**src/design/pwsh_pkg.sv**
```systemverilog
package pwsh_pkg;

  localparam int WP_COUNT = 5;
  localparam int WP_W     = 12;
  localparam int CFG_W    = WP_COUNT * WP_W;
  localparam int CFG_IDX_W = 3;

  localparam int SIG_W    = 16;
  localparam int S_DATA_W = 168;
  localparam int S_USER_W = 2;

  localparam int STAGES = 11;

  localparam int MAP_W  = 25;
  localparam int DIFF_W = 26;
  localparam int U_W    = 17;
  localparam int OFF_W  = 17;
  localparam int PROD_W = DIFF_W + OFF_W;
  localparam int DRV_W  = 16;
  localparam int LV_W   = 15;
  localparam int V_W    = 41;
  localparam int P1_W   = 56;
  localparam int D_W    = 30;
  localparam int LVL_W  = 13;
  localparam int M1_W   = 43;
  localparam int M2_W   = 58;
  localparam int Q_W    = 28;
  localparam int N_W    = 19;
  localparam int RCP_W  = 20;
  localparam int T_W    = N_W + RCP_W;
  localparam int O_W    = 18;

  // segment edges on the offset input, Q11 volts
  localparam logic signed [U_W-1:0] U_BIAS = 17'sd10240;
  localparam logic signed [U_W-1:0] U_SEG1 = 17'sd5120;
  localparam logic signed [U_W-1:0] U_SEG2 = 17'sd10240;
  localparam logic signed [U_W-1:0] U_SEG3 = 17'sd15360;

  // 5 V in Q31
  localparam logic signed [V_W-1:0] V_BIAS = 41'sd10737418240;

  localparam logic signed [17:0] DRV_MIN = 18'sd2048;
  localparam logic signed [17:0] DRV_MAX = 18'sd20480;
  localparam logic [LV_W-1:0] LV_FULL = 15'd20480;

  localparam logic signed [P1_W-1:0] P1_RND  = 56'sd33554432;
  localparam logic signed [D_W-1:0]  CLIP_HI = 30'sd655360;
  localparam logic signed [D_W-1:0]  CLIP_LO = -30'sd655360;

  // level scale is 5 * 2^30: shift by 30, then divide by 5
  localparam logic signed [M2_W-1:0] M2_RND = 58'sd2684354560;
  localparam logic signed [Q_W-1:0]  Q_LIM  = 28'sd200000;
  localparam logic [RCP_W-1:0]       RCP5   = 20'd838861;
  localparam int                     RCP_SH = 22;
  localparam logic signed [O_W-1:0]  O_BIAS = 18'sd40000;
  localparam logic signed [O_W-1:0]  O_OFFS = 18'sd5120;
  localparam logic signed [O_W-1:0]  O_MAX  = 18'sd32767;
  localparam logic signed [O_W-1:0]  O_MIN  = -18'sd32768;

  typedef enum logic [CFG_IDX_W-1:0] {
    REG_WAYPOINTS,
    REG_FIRST_GAINS,
    REG_SECOND_GAINS,
    REG_DRIVE,
    REG_LEVEL,
    REG_HARD_CLIP,
    REG_IN_BIPOLAR,
    REG_OUT_BIPOLAR
  } cfg_reg_t;

  typedef struct packed {
    logic [CFG_W-1:0] waypoints;
    logic [CFG_W-1:0] first_cv_gains;
    logic [CFG_W-1:0] second_cv_gains;
    logic [11:0]      drive_setting;
    logic [LVL_W-1:0] level_setting;
    logic             hard_clip_enable;
    logic             input_bipolar;
    logic             output_bipolar;
  } cfg_t;

  localparam cfg_t CFG_RESET = '{
    waypoints:        60'h800600400200000,
    first_cv_gains:   60'h0,
    second_cv_gains:  60'h0,
    drive_setting:    12'd512,
    level_setting:    13'd2048,
    hard_clip_enable: 1'b1,
    input_bipolar:    1'b0,
    output_bipolar:   1'b0
  };

  typedef logic [STAGES-1:0] stage_en_t;
  typedef logic signed [MAP_W-1:0] map_t;
  typedef map_t [WP_COUNT-1:0] map_vec_t;

endpackage

```
**src/design/pwsh_map.sv**
```systemverilog
module pwsh_map (
  input  logic                               clk,
  input  logic                               en,
  input  pwsh_pkg::cfg_t                     cfg,
  input  logic signed [pwsh_pkg::SIG_W-1:0]  signal_in,
  input  logic [pwsh_pkg::CFG_W-1:0]         first_cvs,
  input  logic [pwsh_pkg::CFG_W-1:0]         second_cvs,
  input  logic signed [pwsh_pkg::SIG_W-1:0]  drive_cv,
  input  logic                               drive_cv_present,
  input  logic signed [pwsh_pkg::SIG_W-1:0]  level_cv,
  input  logic                               level_cv_present,
  output pwsh_pkg::map_vec_t                 map,
  output logic signed [pwsh_pkg::U_W-1:0]    u,
  output logic [1:0]                         seg,
  output logic [pwsh_pkg::DRV_W-1:0]         drive,
  output logic [pwsh_pkg::LV_W-1:0]          lv
);

  logic signed [pwsh_pkg::U_W-1:0] u_next;
  logic [1:0]                      seg_next;
  logic signed [17:0]              dsum;
  logic [pwsh_pkg::DRV_W-1:0]      drive_next;
  logic [pwsh_pkg::LV_W-1:0]       lv_next;

  // one lane per waypoint: setting plus two CV products
  for (genvar m = 0; m < pwsh_pkg::WP_COUNT; m++) begin : g_lane
    logic signed [pwsh_pkg::WP_W-1:0]   c1, c2, g1, g2;
    logic signed [2*pwsh_pkg::WP_W-1:0] pa, pb;
    pwsh_pkg::map_t                     wterm;
    pwsh_pkg::map_t                     map_q;

    assign c1 = first_cvs[m*pwsh_pkg::WP_W +: pwsh_pkg::WP_W];
    assign c2 = second_cvs[m*pwsh_pkg::WP_W +: pwsh_pkg::WP_W];
    assign g1 = cfg.first_cv_gains[m*pwsh_pkg::WP_W +: pwsh_pkg::WP_W];
    assign g2 = cfg.second_cv_gains[m*pwsh_pkg::WP_W +: pwsh_pkg::WP_W];
    assign pa = c1 * g1;
    assign pb = c2 * g2;
    assign wterm = signed'({2'b00, cfg.waypoints[m*pwsh_pkg::WP_W +: pwsh_pkg::WP_W], 11'b0});

    always_ff @(posedge clk) begin
      if (en) begin
        map_q <= wterm + pwsh_pkg::MAP_W'(pa) + pwsh_pkg::MAP_W'(pb);
      end
    end

    assign map[m] = map_q;
  end

  always_comb begin
    u_next = pwsh_pkg::U_W'(signal_in) + (cfg.input_bipolar ? pwsh_pkg::U_BIAS : '0);
    priority if (u_next <= pwsh_pkg::U_SEG1) begin
      seg_next = 2'd0;
    end else if (u_next <= pwsh_pkg::U_SEG2) begin
      seg_next = 2'd1;
    end else if (u_next <= pwsh_pkg::U_SEG3) begin
      seg_next = 2'd2;
    end else begin
      seg_next = 2'd3;
    end

    dsum = 18'(drive_cv) + signed'({3'b000, cfg.drive_setting, 3'b000});
    if (!drive_cv_present) begin
      drive_next = pwsh_pkg::DRV_W'({cfg.drive_setting, 3'b000});
    end else if (dsum < pwsh_pkg::DRV_MIN) begin
      drive_next = pwsh_pkg::DRV_W'(pwsh_pkg::DRV_MIN);
    end else if (dsum > pwsh_pkg::DRV_MAX) begin
      drive_next = pwsh_pkg::DRV_W'(pwsh_pkg::DRV_MAX);
    end else begin
      drive_next = dsum[pwsh_pkg::DRV_W-1:0];
    end

    // no level CV means full scale, which folds both level paths into one
    if (!level_cv_present) begin
      lv_next = pwsh_pkg::LV_FULL;
    end else if (level_cv < 0) begin
      lv_next = '0;
    end else if (level_cv > signed'({1'b0, pwsh_pkg::LV_FULL})) begin
      lv_next = pwsh_pkg::LV_FULL;
    end else begin
      lv_next = level_cv[pwsh_pkg::LV_W-1:0];
    end
  end

  always_ff @(posedge clk) begin
    if (en) begin
      u     <= u_next;
      seg   <= seg_next;
      drive <= drive_next;
      lv    <= lv_next;
    end
  end

endmodule

```
**config.mk**
```make
export PLATFORM = sky130hd
export DESIGN_NAME = pwsh_map
export DESIGN_NICKNAME = d
export VERILOG_FILES = /design/src/design/pwsh_pkg.sv /design/src/design/pwsh_map.sv
export SDC_FILE = /design/constraint.sdc
export NUM_CORES = 2
export LEC_CHECK = 0
export BUFFER_PORTS_ARGS = -buffer_cell sky130_fd_sc_hd__buf_4
export CAP_MARGIN = 0
export CORE_MARGIN = 4
export CORE_UTILIZATION = 64
export CTS_BUF_LIST = sky130_fd_sc_hd__clkbuf_4
export CTS_CLUSTER_DIAMETER = 30
export DETAILED_ROUTE_END_ITERATION = 6
export PLACE_DENSITY = 0.87
export SLEW_MARGIN = 30
export SYNTH_ARGS = -nofsm -noshare
export SYNTH_HDL_FRONTEND = slang
export SYNTH_SLANG_ARGS = --single-unit
```
**constraint.sdc**
```tcl
create_clock -name clk -period 9.75 [get_ports clk]
set_clock_uncertainty 0.15 [all_clocks]
set_input_delay 0.975 -clock clk [delete_from_list [all_inputs] [get_ports clk]]
set_output_delay 0.975 -clock clk [all_outputs]
set_load 0.005 [all_outputs]
```
* Yosys cells after proc, flatten, opt, wreduce, memory -nomap -nowiden
Index checks and enable logic that the tools add are counted.
Word-level totals: input port bits 380, logic and storage cells 54, output and inout bits 175, register bits after elaboration 175
Operators by class: bitwise operators 2, reductions and logical operators 3, multiplexer cells 8, $lt $le $gt $ge 7, multipliers 10, $add $sub $neg 12
Operators with widths (number):
- $mul A12 B12 Y24 | 10
- $add A24 B24 Y25 | 5
- $add A25 B24 Y25 | 5
- $mux W15 | 5
- $le A17 B15 Y1 const B | 2
- $add A16 B15 Y17 | 1
- $add A16 B16 Y17 | 1
- $gt A17 B16 Y1 const B | 1
- $le A17 B14 Y1 const B | 1
- $lt A17 B13 Y1 const B | 1
- $gt A16 B16 Y1 const B | 1
- $lt A16 B1 Y1 const B | 1
- $mux W14 | 1
- $reduce_or A3 Y1 | 2
- $mux W1 | 2
- $not A1 Y1 | 2
- $reduce_or A2 Y1 | 1

* Depth between registers and ports, before layout
depth after elaboration 5, gate-level depth with buffers 26, mapped depth without buffers 24

* Least setup slack after synthesis
Ideal clock, no wire load.
path type input-to-reg, start point input port first_cvs[47] in the netlist's numbering, end point register g_lane[3].map_q[23], data pin, arrival time 6.977 ns, setup slack 2.358 ns, stages on the path 20, data required time 9.336 ns, path buffers 1, setup time 0.264 ns, cell sequence clkbuf_1 nand2_1 fa_1 inv_1 fa_1 fa_1 fa_1 fa_1 fa_1 inv_1 fa_1 inv_1 ha_1 nand2_1 or4b_2 a21oi_1 nor3_1 nor3_1 nor4_1 nand3b_1
On the way: cells in the longest elaborated chain, start to end 3
Ends and longest elaborated chain:
- start, declared | RTL line pwsh_map.sv:6 | input logic [pwsh_pkg::CFG_W-1:0] first_cvs,
- $mul A12 B12 Y24 | RTL line pwsh_map.sv:36 | assign pa = c1 * g1;
- $add A24 B24 Y25 | RTL line pwsh_map.sv:42 | map_q <= wterm + pwsh_pkg::MAP_W'(pa) + pwsh_pkg::MAP_W'(pb);
- $add A25 B24 Y25 | RTL line pwsh_map.sv:42
- end signal, assigned | RTL line pwsh_map.sv:42
- end, declared | RTL line pwsh_map.sv:30 | pwsh_pkg::map_t map_q;
Every way passes these cells. A chain may end at the register's enable or synchronous reset.

* Final worst setup path
Ends and elaborated chain as after synthesis.

==> insert_results.sql <==
INSERT INTO impl_metrics (metric_group, metric, value, unit) VALUES
('routing', 'vias_per_cell', '5.506', ''),
('run_status', 'run_status', 'finished with violations', ''),
('clock_tree', 'cts_resized', '0', ''),
('critical_path', 'setup.worst_path.start_class', 'primary input', ''),
('placement', 'placed_cells_incl_taps', '8290', ''),
('finish', 'fin_cells', '8355', ''),
('timing', 'max_slew_margin', '0.3003', ''),
('timing', 'fmax', '136.5', 'MHz'),
('timing', 'timing.final.crit_period', '7326', 'ps'),
('timing', 'transition_time_at_the_pin_with_the_least_slew_margin', '1041', 'ps'),
('placement', 'gpl.final_weighted_congestion', '0.9338', ''),
('clock_tree', 'cts.htree.levels', '4', ''),
('routing', 'post-route-drc-count', '1', ''),
('floorplanning', 'ios', '555', ''),
('timing', 'timing.final.setup_violations', '0', ''),
('routing', 'sum_of_routed_wire_length_over_all_layers', '163700', 'microns'),
('synthesis', 'synth_cells', '6638', ''),
('critical_path', 'critPathArrivalTime', '7800', 'ps'),
('routing', 'drt-wirelength-per-cell', '19.59', 'microns'),
('timing', 'setup_tns', '0', 'ps'),
('clock_tree', 'clk_root_buffer_cell', 'sky130_fd_sc_hd__clkbuf_4', ''),
('placement', 'dp_hpwl', '143200', 'microns'),
('routing', 'routed-via-count', '46000', ''),
('synthesis', 'synth_sequential_area_ratio', '0.08091', ''),
('synthesis', 'synth_enable_flop_cells', '175', ''),
('synthesis', 'netlist_top_cells_area', 'sky130_fd_sc_hd__fa_1 (52%), sky130_fd_sc_hd__inv_1 (11%), sky130_fd_sc_hd__ha_1 (9.3%), sky130_fd_sc_hd__edfxtp_1 (8.1%), sky130_fd_sc_hd__and2_1 (6.3%)', ''),
('grt', 'grt_pass1_vias', '52115', ''),
('synthesis', 'synth-async-reset-ratio', '0', ''),
('clock_tree', 'cts_tree', 'done', ''),
('synthesis', 'ys.flop_type', 'sky130_fd_sc_hd__edfxtp_1', ''),
('synthesis', 'synthesis.nets', '9179', ''),
('routing', 'drt_iter0_markers', '3112', ''),
('clock_tree', 'cts_sinks', '175', ''),
('critical_path', 'cp.required', '10230', 'ps'),
('synthesis', 'synth.lib_cells_used.distinct', '67', ''),
('clock_tree', 'path_clk_slew', '260', 'ps'),
('grt', 'grt_remaining_overflow', '0', ''),
('grt', 'grt_pass1_wl', '270600', 'microns'),
('finish', 'syn2layout_area_growth', '8.089', '%'),
('timing', 'rsz_0062_raised_after_global_routing', 'false', ''),
('grt', 'antenna_violations_before_repair', '47', ''),
('synthesis', 'syn_avg_cell_area', '9.785', 'sq um'),
('synthesis', 'postSynthRegisterBits', '175', ''),
('floorplanning', 'die_w', '326.6', 'microns'),
('floorplanning', 'initial_core_util', '0.6467', ''),
('floorplanning', 'core-area', '100400', 'sq um'),
('floorplanning', 'die_h', '326.6', 'microns'),
('critical_path', 'critical_path.max_fanout', '12', ''),
('placement', 'port-buffer-count', '539', ''),
('critical_path', 'cp_capture_type', 'register', ''),
('finish', 'filler_cell_count', '7214', ''),
('floorplanning', 'dieArea', '106600', 'sq um'),
('synthesis', 'post-synth-top-area-fraction', '0.5166', ''),
('routing', 'dr.pass1.iters', '7', ''),
('min_path', 'hp-class', 'primary input to register', ''),
('run', 'cap_violations', '0', ''),
('clock_tree', 'holdBufCountCts', '0', ''),
('synthesis', 'yosysTopAreaCell', 'sky130_fd_sc_hd__fa_1', ''),
('critical_path', 'worst-setup-path-type', 'primary input to register', ''),
('clock_tree', 'cts_inserted_buffers', '17', ''),
('timing', 'timing.final.crit_share', '0.7514', ''),
('floorplanning', 'floorplan.rows', '116', ''),
('grt', 'grt_start_max_net_pins', '67', ''),
('finish', 'final_layout_size_suffix_gt1_frac', '0.08543', ''),
('routing', 'ant_nets', '0', ''),
('clock_tree', 'post-cts-setup-buffers', '0', ''),
('grt', 'global_route.usage.total', '0.3238', ''),
('finish', 'final_net_count', '9493', ''),
('timing', 'final_max_slew_viol_count', '0', ''),
('synthesis', 'yosys_warnings', '0', ''),
('timing', 'hold_viol_final', '0', ''),
('run_status', 'failing_checks', 'design-rule violations', ''),
('synthesis', 'synthesis.area', '64950', 'sq um'),
('clock_tree', 'max_buffers_root_to_sink', '2', '');
==> worst paths after layout <==
check | cells after the start | slack, ps | from | to
setup / recovery | 21 | 2420 | first_cvs[47] | g_lane[3].map_q[23]
hold / removal | 1 | 130 | signal_in[4] | u[4]
==> worst max-delay path, cell delays in order <==
cell and delay, ps:
sky130_fd_sc_hd__buf_4 170, sky130_fd_sc_hd__and2_1 200, sky130_fd_sc_hd__inv_1 80, sky130_fd_sc_hd__fa_1 880, sky130_fd_sc_hd__inv_1 160, sky130_fd_sc_hd__fa_1 560
sky130_fd_sc_hd__fa_1 450, sky130_fd_sc_hd__fa_1 610, sky130_fd_sc_hd__fa_1 470, sky130_fd_sc_hd__fa_1 510, sky130_fd_sc_hd__inv_1 50, sky130_fd_sc_hd__fa_1 480
sky130_fd_sc_hd__inv_1 50, sky130_fd_sc_hd__ha_1 350, sky130_fd_sc_hd__nand2_1 80, sky130_fd_sc_hd__or4b_2 680, sky130_fd_sc_hd__a21oi_1 240, sky130_fd_sc_hd__nor3_1 150
sky130_fd_sc_hd__nor3_1 360, sky130_fd_sc_hd__nor4_1 110, sky130_fd_sc_hd__nand3b_1 160
==> placed cells by master (no fill, tap or decap), types with 10 or more instances in the layout <==
cell                       netlist  layout
sky130_fd_sc_hd__a211oi_1       16      16
sky130_fd_sc_hd__a21oi_1        73      73
sky130_fd_sc_hd__fa_1         1676    1676
sky130_fd_sc_hd__a21o_1         41      41
sky130_fd_sc_hd__o21bai_1       13      13
sky130_fd_sc_hd__edfxtp_1      175     175
sky130_fd_sc_hd__xor2_1         44      44
sky130_fd_sc_hd__nor2b_1        11      11
sky130_fd_sc_hd__clkbuf_4        0      17
sky130_fd_sc_hd__and3_1         11      11
sky130_fd_sc_hd__xnor2_1       137     137
sky130_fd_sc_hd__a31oi_1        10      10
sky130_fd_sc_hd__nand2_1       727     727
sky130_fd_sc_hd__ha_1          485     485
sky130_fd_sc_hd__inv_1        1865    1865
sky130_fd_sc_hd__and2_1        652     652
sky130_fd_sc_hd__nand3_1        17      17
sky130_fd_sc_hd__buf_4           0     540
sky130_fd_sc_hd__nor3_1         27      27
sky130_fd_sc_hd__diode_2         0      33
sky130_fd_sc_hd__o21a_1         20      20
sky130_fd_sc_hd__nor2_1        135     135
sky130_fd_sc_hd__o21ai_0        55      55
sky130_fd_sc_hd__nand2b_1       62      62
sky130_fd_sc_hd__or3_1          10      10
sky130_fd_sc_hd__nor4_1         14      14
==> routing by layer <==
metal	share of wire	wire length (microns)	up-vias	global-route usage
met5	0.0013	212	-	0
met4	0.051	8419	36	0.1468
met3	0.091	14950	547	0.06997
met2	0.49	80750	2159	0.5359
met1	0.36	59370	23486	0.4132
li1	-	-	19772	-
==> final cells by class <==
cell class                 instances  area (sq um)  share of cell area
inverter                        1871          7023              0.1000
antenna                           33         82.58            0.001176
clock inverter                    15         216.5            0.003083
clock buffer                      17         127.6            0.001818
multi-input combinational       4346         51730              0.7369
sequential                       175          5255             0.07485
tap                             1357          1698             0.02419
timing repair buffer             541          4068             0.05794
==> Yosys cell counts, types with 6 or more instances <==
cell type,number
sky130_fd_sc_hd__edfxtp_1,175
sky130_fd_sc_hd__nand4_1,7
sky130_fd_sc_hd__xor2_1,44
sky130_fd_sc_hd__and2_1,652
sky130_fd_sc_hd__nor2_1,135
sky130_fd_sc_hd__nand2b_1,62
sky130_fd_sc_hd__a31o_2,8
sky130_fd_sc_hd__inv_1,1865
sky130_fd_sc_hd__a31oi_1,10
sky130_fd_sc_hd__and3_1,11
sky130_fd_sc_hd__nand2_1,727
sky130_fd_sc_hd__o21bai_1,13
sky130_fd_sc_hd__xnor2_1,137
sky130_fd_sc_hd__o21a_1,20
sky130_fd_sc_hd__fa_1,1676
sky130_fd_sc_hd__or3_1,10
sky130_fd_sc_hd__a22o_1,6
sky130_fd_sc_hd__clkbuf_1,242
sky130_fd_sc_hd__o21ai_0,55
sky130_fd_sc_hd__nor2b_1,11
sky130_fd_sc_hd__ha_1,485
sky130_fd_sc_hd__or2_2,8
sky130_fd_sc_hd__a211oi_1,16
sky130_fd_sc_hd__o211ai_1,8
sky130_fd_sc_hd__nor4_1,14
sky130_fd_sc_hd__nand3_1,17
sky130_fd_sc_hd__nor3_1,27
sky130_fd_sc_hd__clkinv_1,6
sky130_fd_sc_hd__a21oi_1,73
sky130_fd_sc_hd__a21o_1,41
==> cell families after synthesis <==
kind of cell	synth area share
AND/OR/NAND/NOR	0.1296
XOR/XNOR	0.02441
flip-flops	0.08091
AO/OA/AOI/OAI	0.03211
multiplexers	0.0003082
other	0.00005774
buffers and inverters	0.1226
adder cells (fa/ha/maj)	0.6100
==> flip-flops by register name (all words and copies together), names as in the netlist <==
register	cells
seg	2
lv	15
drive	16
g_lane.map_q	125
u	17
==> metrics by stage <==
step	util	instance area (sq um)	setup WS (ps)	hold slack (ps)
detailed placement	0.6947	69780	1582	1015
floorplan	-	64950	2358	923.9
global placement	0.6947	69780	1783	1013
CTS	0.6982	70120	2538	29.11
global route	0.6987	70170	2147	52.82
finish	0.6990	70200	2424	132.6
Power is left out: the tool's default activity adds up to more than one toggle a clock period on the data nets, which glitch-free logic cannot reach.
